===== config.mk =====
export PLATFORM = sky130hd
export DESIGN_NAME = tank_fill_and_pump_controller_core
export DESIGN_NICKNAME = d
export VERILOG_FILES = /design/src/rtl/tfp_pkg.sv /design/src/rtl/tfp_ctrl.sv /design/src/rtl/tfp_datapath.sv /design/src/rtl/tank_fill_and_pump_controller_core.sv
export SDC_FILE = /design/constraint.sdc
export NUM_CORES = 2
export LEC_CHECK = 0
export BUFFER_PORTS_ARGS = -buffer_cell sky130_fd_sc_hd__clkbuf_2
export CAP_MARGIN = 20
export CORE_ASPECT_RATIO = 0.5
export CORE_MARGIN = 3
export CORE_UTILIZATION = 38
export CTS_CLUSTER_SIZE = 30
export DETAILED_ROUTE_END_ITERATION = 8
export GPL_ROUTABILITY_DRIVEN = 1
export PLACE_DENSITY = 0.54
export SLEW_MARGIN = 20
export SYNTH_ARGS = -nofsm -noshare
export SYNTH_HDL_FRONTEND = slang
export SYNTH_SLANG_ARGS = --single-unit
export TNS_END_PERCENT = 5

===== constraint.sdc =====
create_clock -name clock -period 12.4 [get_ports clock]
set_input_delay 0.62 -clock clock [delete_from_list [all_inputs] [get_ports clock]]
set_output_delay 0.62 -clock clock [all_outputs]
set_load 0.005 [all_outputs]

===== src/rtl/tfp_pkg.sv =====
`timescale 1ns / 1ps

package tfp_pkg;

   // Load cell: weight = (raw - 205) * 50000 / 818, done as a multiply by a
   // rounded-up Q16 reciprocal that is exact over the 10-bit range.
   localparam logic [9:0]  RAW_ZERO   = 10'd205;
   localparam logic [21:0] WEIGHT_MUL = 22'd4005868;
   // Well volume in Q16: 1.4687965402597 * 8.34
   localparam logic [19:0] WELL_K_Q16 = 20'd802800;
   // Fill seconds = target * 20 / 139, rounded-up reciprocal in Q24
   localparam logic [21:0] SECS_MUL   = 22'd2413988;
   // Fill time = secs * 6 / 5, rounded-up reciprocal in Q16
   localparam logic [16:0] TIME_MUL   = 17'd78644;

   // Register index, byte address is 4 * index; the last index maps to nothing
   typedef enum logic [2:0] {
      REG_MAX_WEIGHT,
      REG_HYSTERESIS,
      REG_MAX_INCREMENT,
      REG_HOUSE_MIN,
      REG_WORKING_DEPTH,
      REG_SAFETY_DEPTH,
      REG_RECHARGE_TIME,
      REG_UNUSED
   } tfp_reg_type;

   typedef struct packed {
      logic [15:0] max_weight;
      logic [13:0] hysteresis;
      logic [15:0] max_increment;
      logic [15:0] house_pump_min_weight;
      logic [13:0] well_working_depth;
      logic [13:0] well_safety_depth;
      logic [15:0] recharge_time;
   } tfp_cfg_type;

   // One step enable per sequencer state
   typedef struct packed {
      logic load;
      logic mul;
      logic decide;
      logic mul_secs;
      logic mul_time;
      logic finish;
   } tfp_cmd_type;

endpackage


===== src/rtl/tfp_ctrl.sv =====
`timescale 1ns / 1ps

module tfp_ctrl (
   input  logic              clock,
   input  logic              reset,
   input  logic              req_valid,
   output logic              req_stall,
   output logic              rsp_valid,
   input  logic              rsp_stall,
   output tfp_pkg::tfp_cmd_type cmd
);
   import tfp_pkg::*;

   typedef enum logic [2:0] {
      ST_IDLE,
      ST_MUL,
      ST_DECIDE,
      ST_MUL_SECS,
      ST_MUL_TIME,
      ST_FINISH
   } state_type;

   state_type state_ff;
   logic      rsp_valid_ff;
   logic      out_free;

   assign req_stall = (state_ff != ST_IDLE);
   assign rsp_valid = rsp_valid_ff;
   assign out_free  = !rsp_valid_ff || !rsp_stall;

   always_comb begin
      cmd          = '0;
      cmd.load     = req_valid && (state_ff == ST_IDLE);
      cmd.mul      = (state_ff == ST_MUL);
      cmd.decide   = (state_ff == ST_DECIDE);
      cmd.mul_secs = (state_ff == ST_MUL_SECS);
      cmd.mul_time = (state_ff == ST_MUL_TIME);
      cmd.finish   = (state_ff == ST_FINISH) && out_free;
   end

   always_ff @(posedge clock) begin
      if (reset) begin
         state_ff     <= ST_IDLE;
         rsp_valid_ff <= 1'b0;
      end else begin
         unique case (state_ff)
            ST_IDLE: begin
               if (req_valid) state_ff <= ST_MUL;
            end
            ST_MUL:      state_ff <= ST_DECIDE;
            ST_DECIDE:   state_ff <= ST_MUL_SECS;
            ST_MUL_SECS: state_ff <= ST_MUL_TIME;
            ST_MUL_TIME: state_ff <= ST_FINISH;
            ST_FINISH: begin
               // hold until the output register is free
               if (out_free) state_ff <= ST_IDLE;
            end
            default:     state_ff <= ST_IDLE;
         endcase
         if (cmd.finish) begin
            rsp_valid_ff <= 1'b1;
         end else if (!rsp_stall) begin
            rsp_valid_ff <= 1'b0;
         end
      end
   end

`ifndef SYNTHESIS
   a_no_overwrite: assert property (@(posedge clock) disable iff (reset)
      cmd.finish |-> !(rsp_valid_ff && rsp_stall))
      else $error("result overwritten while stalled");
   a_load_starts: assert property (@(posedge clock) disable iff (reset)
      cmd.load |=> state_ff == ST_MUL)
      else $error("accepted request did not start the sequence");
   a_mul_to_decide: assert property (@(posedge clock) disable iff (reset)
      state_ff == ST_MUL |=> state_ff == ST_DECIDE)
      else $error("sequence skipped the decide step");
   a_finish_valid: assert property (@(posedge clock) disable iff (reset)
      cmd.finish |=> rsp_valid_ff && state_ff == ST_IDLE)
      else $error("finished request not presented");
`endif

endmodule


===== src/rtl/tfp_datapath.sv =====
`timescale 1ns / 1ps

module tfp_datapath (
   input  logic                 clock,
   input  logic                 reset,
   input  tfp_pkg::tfp_cmd_type cmd,
   input  tfp_pkg::tfp_cfg_type cfg,
   input  logic [15:0]          req_now_time,
   input  logic [9:0]           req_scale_raw,
   input  logic [13:0]          req_well_depth,
   input  logic [15:0]          req_well_valid_until,
   output logic [15:0]          rsp_tank_weight,
   output logic                 rsp_fill_valve_open,
   output logic                 rsp_fill_stopped,
   output logic                 rsp_fill_started,
   output logic [3:0]           rsp_stop_reasons,
   output logic                 rsp_house_pump_on,
   output logic                 rsp_well_pump_on
);
   import tfp_pkg::*;

   function automatic logic ended(input logic [15:0] now, input logic [15:0] deadline);
      logic [15:0] diff;
      diff = now - deadline;
      return !diff[15];
   endfunction

   // latched request
   logic [15:0] now_ff;
   logic [9:0]  raw_ff;
   logic [13:0] depth_ff;
   logic [15:0] valid_until_ff;

   // controller state
   logic        valve_ff;
   logic        house_ff;
   logic        well_ff;
   logic [15:0] goal_ff;
   logic [15:0] fill_deadline_ff;
   logic [15:0] recharge_ff;

   // products and per-request results
   logic [31:0] wprod_ff;
   logic [33:0] aprod_ff;
   logic [37:0] sprod_ff;
   logic [30:0] tprod_ff;
   logic [15:0] target_ff;
   logic [3:0]  reasons_ff;
   logic        stopped_ff;
   logic        started_ff;

   // output register
   logic [15:0] weight_out_ff;
   logic        valve_out_ff;
   logic        stopped_out_ff;
   logic        started_out_ff;
   logic [3:0]  reasons_out_ff;
   logic        house_out_ff;
   logic        well_out_ff;

   logic [9:0]  raw_delta;
   logic [13:0] depth_short;
   logic [15:0] weight;
   logic [15:0] avail;
   logic [15:0] space;
   logic [15:0] target;
   logic [16:0] goal_sum;
   logic [3:0]  reasons;
   logic        at_working;
   logic        current;
   logic        stop;
   logic        valve_mid;
   logic        start;
   logic [15:0] recharge_in;
   logic        house_in;
   logic        well_in;
   logic        hold;
   logic [13:0] secs;
   logic [14:0] fill_time;

   assign raw_delta   = (raw_ff >= RAW_ZERO) ? (raw_ff - RAW_ZERO) : 10'd0;
   assign depth_short = (cfg.well_working_depth > depth_ff)
                        ? (cfg.well_working_depth - depth_ff) : 14'd0;

   assign weight = wprod_ff[31:16];
   assign avail  = (|aprod_ff[33:32]) ? 16'hFFFF : aprod_ff[31:16];
   assign space  = (cfg.max_weight > weight) ? (cfg.max_weight - weight) : 16'd0;

   always_comb begin
      target = space;
      if (avail < target) target = avail;
      if (cfg.max_increment < target) target = cfg.max_increment;
   end

   assign goal_sum   = {1'b0, weight} + {1'b0, target};
   assign at_working = (depth_ff >= cfg.well_working_depth);
   assign current    = !ended(now_ff, valid_until_ff);

   assign reasons[0] = (weight >= cfg.max_weight);
   assign reasons[1] = at_working;
   assign reasons[2] = valve_ff && ended(now_ff, fill_deadline_ff);
   assign reasons[3] = (weight >= goal_ff);

   assign stop        = valve_ff && (|reasons);
   assign recharge_in = stop ? (now_ff + cfg.recharge_time) : recharge_ff;
   assign valve_mid   = valve_ff && !stop;
   assign start       = !valve_mid
                        && (({1'b0, weight} + {1'b0, cfg.max_increment})
                            < {1'b0, cfg.max_weight})
                        && !at_working
                        && ended(now_ff, recharge_in)
                        && current;

   always_comb begin
      house_in = house_ff;
      if (house_ff && (weight <= cfg.house_pump_min_weight)) begin
         house_in = 1'b0;
      end else if (!house_ff && ({1'b0, weight} >
               ({1'b0, cfg.house_pump_min_weight} + {3'b000, cfg.hysteresis}))) begin
         house_in = 1'b1;
      end
   end

   assign hold = ({1'b0, weight} >= ({1'b0, cfg.max_weight} + {3'b000, cfg.hysteresis}))
                 || (depth_ff >= cfg.well_safety_depth);

   always_comb begin
      well_in = well_ff;
      if (hold && well_ff) begin
         well_in = 1'b0;
      end else if (!hold && current && !well_ff) begin
         well_in = 1'b1;
      end
   end

   assign secs      = sprod_ff[37:24];
   assign fill_time = tprod_ff[30:16];

   always_ff @(posedge clock) begin
      if (reset) begin
         valve_ff         <= 1'b0;
         house_ff         <= 1'b0;
         well_ff          <= 1'b0;
         goal_ff          <= 16'd0;
         fill_deadline_ff <= 16'd0;
         recharge_ff      <= 16'd0;
      end else begin
         if (cmd.decide) begin
            valve_ff    <= valve_mid || start;
            recharge_ff <= recharge_in;
            house_ff    <= house_in;
            well_ff     <= well_in;
            if (start) goal_ff <= goal_sum[16] ? 16'hFFFF : goal_sum[15:0];
         end
         if (cmd.finish && started_ff) begin
            fill_deadline_ff <= now_ff + {1'b0, fill_time};
         end
      end
   end

   always_ff @(posedge clock) begin
      if (cmd.load) begin
         now_ff         <= req_now_time;
         raw_ff         <= req_scale_raw;
         depth_ff       <= req_well_depth;
         valid_until_ff <= req_well_valid_until;
      end
      if (cmd.mul) begin
         wprod_ff <= raw_delta * WEIGHT_MUL;
         aprod_ff <= depth_short * WELL_K_Q16;
      end
      if (cmd.decide) begin
         target_ff  <= target;
         reasons_ff <= reasons;
         stopped_ff <= stop;
         started_ff <= start;
      end
      if (cmd.mul_secs) sprod_ff <= target_ff * SECS_MUL;
      if (cmd.mul_time) tprod_ff <= secs * TIME_MUL;
      if (cmd.finish) begin
         weight_out_ff  <= weight;
         valve_out_ff   <= valve_ff;
         stopped_out_ff <= stopped_ff;
         started_out_ff <= started_ff;
         reasons_out_ff <= reasons_ff;
         house_out_ff   <= house_ff;
         well_out_ff    <= well_ff;
      end
   end

   assign rsp_tank_weight     = weight_out_ff;
   assign rsp_fill_valve_open = valve_out_ff;
   assign rsp_fill_stopped    = stopped_out_ff;
   assign rsp_fill_started    = started_out_ff;
   assign rsp_stop_reasons    = reasons_out_ff;
   assign rsp_house_pump_on   = house_out_ff;
   assign rsp_well_pump_on    = well_out_ff;

endmodule


===== src/rtl/tank_fill_and_pump_controller_core.sv =====
`timescale 1ns / 1ps
// Channel   Direction  Handshake             Contents
// req       in         req_valid/req_stall   tick time, raw scale, well depth, expiry
// rsp       out        rsp_valid/rsp_stall   weight, valve, stop/start, reasons, pumps
// csr       in/out     psel/penable/pready   seven config registers at 4*index
//
// A request holds the sequencer through the accepting cycle, four fixed
// steps (weight and well multiply, decide, two fill-time multiplies) and the
// result load, which registers the result and raises rsp_valid.
// Reset is synchronous; no clearing pass. A new request is taken while an earlier
// result waits; a stalled result holds the sequencer in its last step.
module tank_fill_and_pump_controller_core (
   input  logic        clock,
   input  logic        reset,
   input  logic        req_valid,
   output logic        req_stall,
   input  logic [15:0] req_now_time,
   input  logic [9:0]  req_scale_raw,
   input  logic [13:0] req_well_depth,
   input  logic [15:0] req_well_valid_until,
   output logic        rsp_valid,
   input  logic        rsp_stall,
   output logic [15:0] rsp_tank_weight,
   output logic        rsp_fill_valve_open,
   output logic        rsp_fill_stopped,
   output logic        rsp_fill_started,
   output logic [3:0]  rsp_stop_reasons,
   output logic        rsp_house_pump_on,
   output logic        rsp_well_pump_on,
   input  logic        csr_psel,
   input  logic        csr_penable,
   input  logic        csr_pwrite,
   input  logic [4:0]  csr_paddr,
   input  logic [31:0] csr_pwdata,
   output logic [31:0] csr_prdata,
   output logic        csr_pready
);
   import tfp_pkg::*;

   tfp_cfg_type cfg_ff;
   tfp_cmd_type cmd;
   logic        csr_write;
   logic [2:0]  csr_index;

   assign csr_pready = 1'b1;
   assign csr_write  = csr_psel && csr_penable && csr_pwrite;
   assign csr_index  = csr_paddr[4:2];

   always_ff @(posedge clock) begin
      if (reset) begin
         cfg_ff.max_weight            <= 16'd40000;
         cfg_ff.hysteresis            <= 14'd500;
         cfg_ff.max_increment         <= 16'd5000;
         cfg_ff.house_pump_min_weight <= 16'd2000;
         cfg_ff.well_working_depth    <= 14'd1500;
         cfg_ff.well_safety_depth     <= 14'd1800;
         cfg_ff.recharge_time         <= 16'd600;
      end else if (csr_write) begin
         unique case (csr_index)
            REG_MAX_WEIGHT:    cfg_ff.max_weight            <= csr_pwdata[15:0];
            REG_HYSTERESIS:    cfg_ff.hysteresis            <= csr_pwdata[13:0];
            REG_MAX_INCREMENT: cfg_ff.max_increment         <= csr_pwdata[15:0];
            REG_HOUSE_MIN:     cfg_ff.house_pump_min_weight <= csr_pwdata[15:0];
            REG_WORKING_DEPTH: cfg_ff.well_working_depth    <= csr_pwdata[13:0];
            REG_SAFETY_DEPTH:  cfg_ff.well_safety_depth     <= csr_pwdata[13:0];
            REG_RECHARGE_TIME: cfg_ff.recharge_time         <= csr_pwdata[15:0];
            default: ;
         endcase
      end
   end

   always_comb begin
      unique case (csr_index)
         REG_MAX_WEIGHT:    csr_prdata = {16'd0, cfg_ff.max_weight};
         REG_HYSTERESIS:    csr_prdata = {18'd0, cfg_ff.hysteresis};
         REG_MAX_INCREMENT: csr_prdata = {16'd0, cfg_ff.max_increment};
         REG_HOUSE_MIN:     csr_prdata = {16'd0, cfg_ff.house_pump_min_weight};
         REG_WORKING_DEPTH: csr_prdata = {18'd0, cfg_ff.well_working_depth};
         REG_SAFETY_DEPTH:  csr_prdata = {18'd0, cfg_ff.well_safety_depth};
         REG_RECHARGE_TIME: csr_prdata = {16'd0, cfg_ff.recharge_time};
         default:           csr_prdata = 32'd0;
      endcase
   end

   tfp_ctrl u_ctrl (
      .clock     (clock),
      .reset     (reset),
      .req_valid (req_valid),
      .req_stall (req_stall),
      .rsp_valid (rsp_valid),
      .rsp_stall (rsp_stall),
      .cmd       (cmd)
   );

   tfp_datapath u_datapath (
      .clock                (clock),
      .reset                (reset),
      .cmd                  (cmd),
      .cfg                  (cfg_ff),
      .req_now_time         (req_now_time),
      .req_scale_raw        (req_scale_raw),
      .req_well_depth       (req_well_depth),
      .req_well_valid_until (req_well_valid_until),
      .rsp_tank_weight      (rsp_tank_weight),
      .rsp_fill_valve_open  (rsp_fill_valve_open),
      .rsp_fill_stopped     (rsp_fill_stopped),
      .rsp_fill_started     (rsp_fill_started),
      .rsp_stop_reasons     (rsp_stop_reasons),
      .rsp_house_pump_on    (rsp_house_pump_on),
      .rsp_well_pump_on     (rsp_well_pump_on)
   );

endmodule


==> reports/results.tsv <==
stage	metric	value	unit
sta	RSZ-0062 raised after global routing	false	
yosys	Async S/R FF share, synth	0	
floorplanning	Initial Util	0.385	
placed_design	number of port buffers	124	
route	drt total wl	99800	um
clocking	number of buffers created by CTS	37	
worst_setup_path	FF-to-FF path depth	42	
yosys	syn avg cell area	9.46	sq um
yosys	Post-Synth XOR/XNOR Area	0.0395	
yosys	Compound-Gate Fraction of Synth Area	0.132	
route	drt first pass iters	5	
worst_setup_path	startpoint types	register	
sta	Pins Over Slew Limit	0	
sta	crit share post-route	0.815	
clocking	CTS tree	done	
clocking	post-CTS sizing	0	
job	total of max-cap violations	0	
worst_setup_path	Crit path max-delay family	compound AO/OA/AOI/OAI gates	
yosys	sequential fraction of the synthesis area	0.223	
floorplanning	I/O pin count	160	
finish	Syn-to-layout area delta	9.18	%
yosys	Post-synth EDFFs	166	
worst_setup_path	CP dominant cell by count	a21o_1	
route	initial drt markers	1572	
sta	Final Setup Violations	0	
floorplanning	Die Area	101000	sq um
finish	layout cells sized above 1	0.0693	
worst_setup_path	crit end category	register	
sta	setup TNS	0	ns
yosys	post-synth top area cell	ha_1	
sta	min Tclk post-route	10.11	ns
placed_design	DP HPWL	81400	um
global_routing	global-route wire length before repair	159000	um
clocking	CTS clk-pin slew, worst paths	0.06	ns
worst_hold_path	Hold Path Sink	u_datapath.now_ff[1]	
yosys	area fraction of the dominant cell type after synthesis	0.247	
sta	Final Hold Fails	0	
worst_setup_path	Worst Path Buf+Inv	4	
yosys	cell area after synthesis	36800	sq um
route	DRC violations left	0	
global_routing	vias in the first global route	28400	
yosys	distinct cell type count after synthesis	78	
floorplanning	Chip Width	446	um
floorplanning	Die Ht	226	um
worst_setup_path	FF-to-FF Start	u_datapath.wprod_ff[16]	
outcome	outcome	completed	
worst_setup_path	Worst path max stage delay	0.56	ns
clocking	setup bufs post-CTS	0	
worst_setup_path	critical path's slowest cell	a21oi_4	
yosys	post-synthesis simple-gate area fraction	0.104	
sta	skew final	0.0440	ns
yosys	synthesized flop and latch total	327	
worst_setup_path	WP data arrival	10.56	ns
worst_hold_path	Hold WC Path Type	in -> reg	
sta	Least-Margin Pin Slew	1.03	ns
worst_setup_path	critical path class	reg -> reg	
route	DR WL/cell	18.8	um
placed_design	Final Wtd Congestion	0.922	
yosys	Synth Flop Type	edfxtp_1	
yosys	top cells by count, synth	727 x ha_1, 626 x inv_1, 343 x nand2_1	
yosys	most frequent cell after synthesis	ha_1	
finish	antenna cells	0	
worst_hold_path	hold depth	1	
sta	Max transition margin	0.314	
worst_setup_path	worst path required time	12.85	ns
yosys	Post-Synth Adder-Cell Area	0.404	
route	Via Count	27800	
clocking	worst-case clock buffer depth	3	
clocking	# H-tree levels	2	
yosys	mux cell area share after synthesis	0.0215	
clocking	later-pin clock latency in the skew report	0.61	ns
global_routing	largest net degree at the start of global routing	70	
worst_setup_path	RR Endpoint	u_datapath.goal_ff[8]	
sta	Max Freq	98.9	MHz
clocking	CTS Sinks	327	
floorplanning	row count	80	
route	Routed Antenna Nets	0	
clocking	root buf cell	clkbuf_16	
worst_setup_path	reg2reg setup slack	2.29	ns
global_routing	GRT Total Usage	0.201	
yosys	Warnings, synthesis	0	
yosys	main combinational cell family by area after synthesis	adder cells	
global_routing	initial antenna violation count	2	
worst_setup_path	critical path peak fanout	28	
yosys	Post-Synthesis Cells	3892	
clocking	cts hold-fix bufs	0	
yosys	synth top area cells	ha_1 25%, fa_1 16%, edfxtp_1 14%	
global_routing	total gr overflow	0	
finish	Fill cells	9446	
route	Vias/cell	5.22	
finish	fin nets	5130	
floorplanning	Core Footprint	95700	sq um
worst_hold_path	Hold Crit Start	req_now_time[1]	
## worst max-delay path by stage
stage	from	end	slack, ns	cells past startpoint
6_report	u_datapath.wprod_ff[16]	u_datapath.goal_ff[8]	2.29	42
2_1_floorplan	u_datapath.wprod_ff[17]	u_datapath.goal_ff[14]	3.69	43
3_5_place_dp	u_datapath.wprod_ff[16]	u_datapath.goal_ff[9]	2.10	42
3_3_place_gp	u_datapath.wprod_ff[16]	u_datapath.goal_ff[1]	2.13	42
4_1_cts	u_datapath.wprod_ff[16]	u_datapath.goal_ff[9]	2.00	42
5_1_grt	u_datapath.wprod_ff[16]	u_datapath.goal_ff[8]	1.31	42
## worst register-to-register path, delay by kind of cell (launching register included)
family | cells | cell delay [ns]
compound gates | 24 | 5.08
flops | 1 | 0.52
mux | 2 | 0.73
fa+ha+maj | 5 | 1.50
simple gates | 7 | 1.49
buf+inv | 4 | 0.64
## metrics by stage
stage / area, sq um / cells / utilization / worst slack (ns) / hold slack [ns]
floorplan: 36900 / 3907 / - / 3.69 / 0.400
global placement: 38900 / 5246 / 0.407 / 2.13 / 0.405
detailed placement: 38900 / 5246 / 0.407 / 2.10 / 0.408
CTS: 40200 / 5314 / 0.420 / 2.00 / 0.161
global route: 40200 / 5314 / 0.420 / 1.31 / 0.171
finish: 40200 / 5314 / 0.420 / 2.29 / 0.190
## cells by family after synthesis
kind of cell | count (synthesis)
fa+ha+maj | 1016
simple gates | 837
compound gates | 764
buf+inv | 715
flops | 327
xor+xnor | 166
mux | 65
other cells | 2
## metal layers
metal,global-route usage,part of all wire,vias up
met2,0.338,0.46,583
li1,-,-,13600
met1,0.272,0.46,13400
met4,0.0571,0.028,0
met5,0,0,-
met3,0.0227,0.048,143
## registers in the layout, indices dropped and copies added (netlist names), 4 cells and up
signal,count
cfg_ff,106
u_datapath.aprod_ff,18
u_datapath.fill_deadline_ff,16
u_datapath.goal_ff,16
u_datapath.now_ff,16
u_datapath.recharge_ff,16
u_datapath.rsp_tank_weight,16
u_datapath.target_ff,16
u_datapath.valid_until_ff,16
u_datapath.wprod_ff,16
u_datapath.tprod_ff,15
u_datapath.depth_ff,14
u_datapath.sprod_ff,14
u_datapath.raw_ff,10
u_datapath.reasons_ff,4
u_datapath.rsp_stop_reasons,4
## placed cells by master (no fill, tap or decap), types with 38 or more instances in the layout
cell | synthesis | layout
nand2_1 | 343 | 343
a21o_1 | 77 | 77
o21ai_0 | 147 | 147
xnor2_1 | 96 | 96
inv_1 | 626 | 624
xor2_1 | 70 | 70
edfxtp_1 | 166 | 166
nor3_1 | 46 | 46
nor2_1 | 189 | 187
dfxtp_1 | 161 | 161
a21oi_1 | 253 | 253
mux2i_1 | 41 | 41
fa_1 | 289 | 289
ha_1 | 727 | 727
nand3_1 | 60 | 60
clkbuf_16 | 0 | 38
o21a_1 | 38 | 38
clkbuf_2 | 0 | 124
## final cells by class
| cell class | count | area [sq um] | area share |
|---|---|---|---|
| Tap cell | 1271 | 1590 | 0.0396 |
| Clock inverter | 14 | 186 | 0.00464 |
| Sequential cell | 327 | 8210 | 0.204 |
| Inverter | 628 | 2360 | 0.0586 |
| Clock buffer | 54 | 1050 | 0.0262 |
| Multi-Input combinational cell | 2865 | 25900 | 0.646 |
| Timing Repair Buffer | 155 | 856 | 0.0213 |
Power is not shown: default switching activity piles up to over one toggle a cycle in this logic, so the estimate is an artifact.
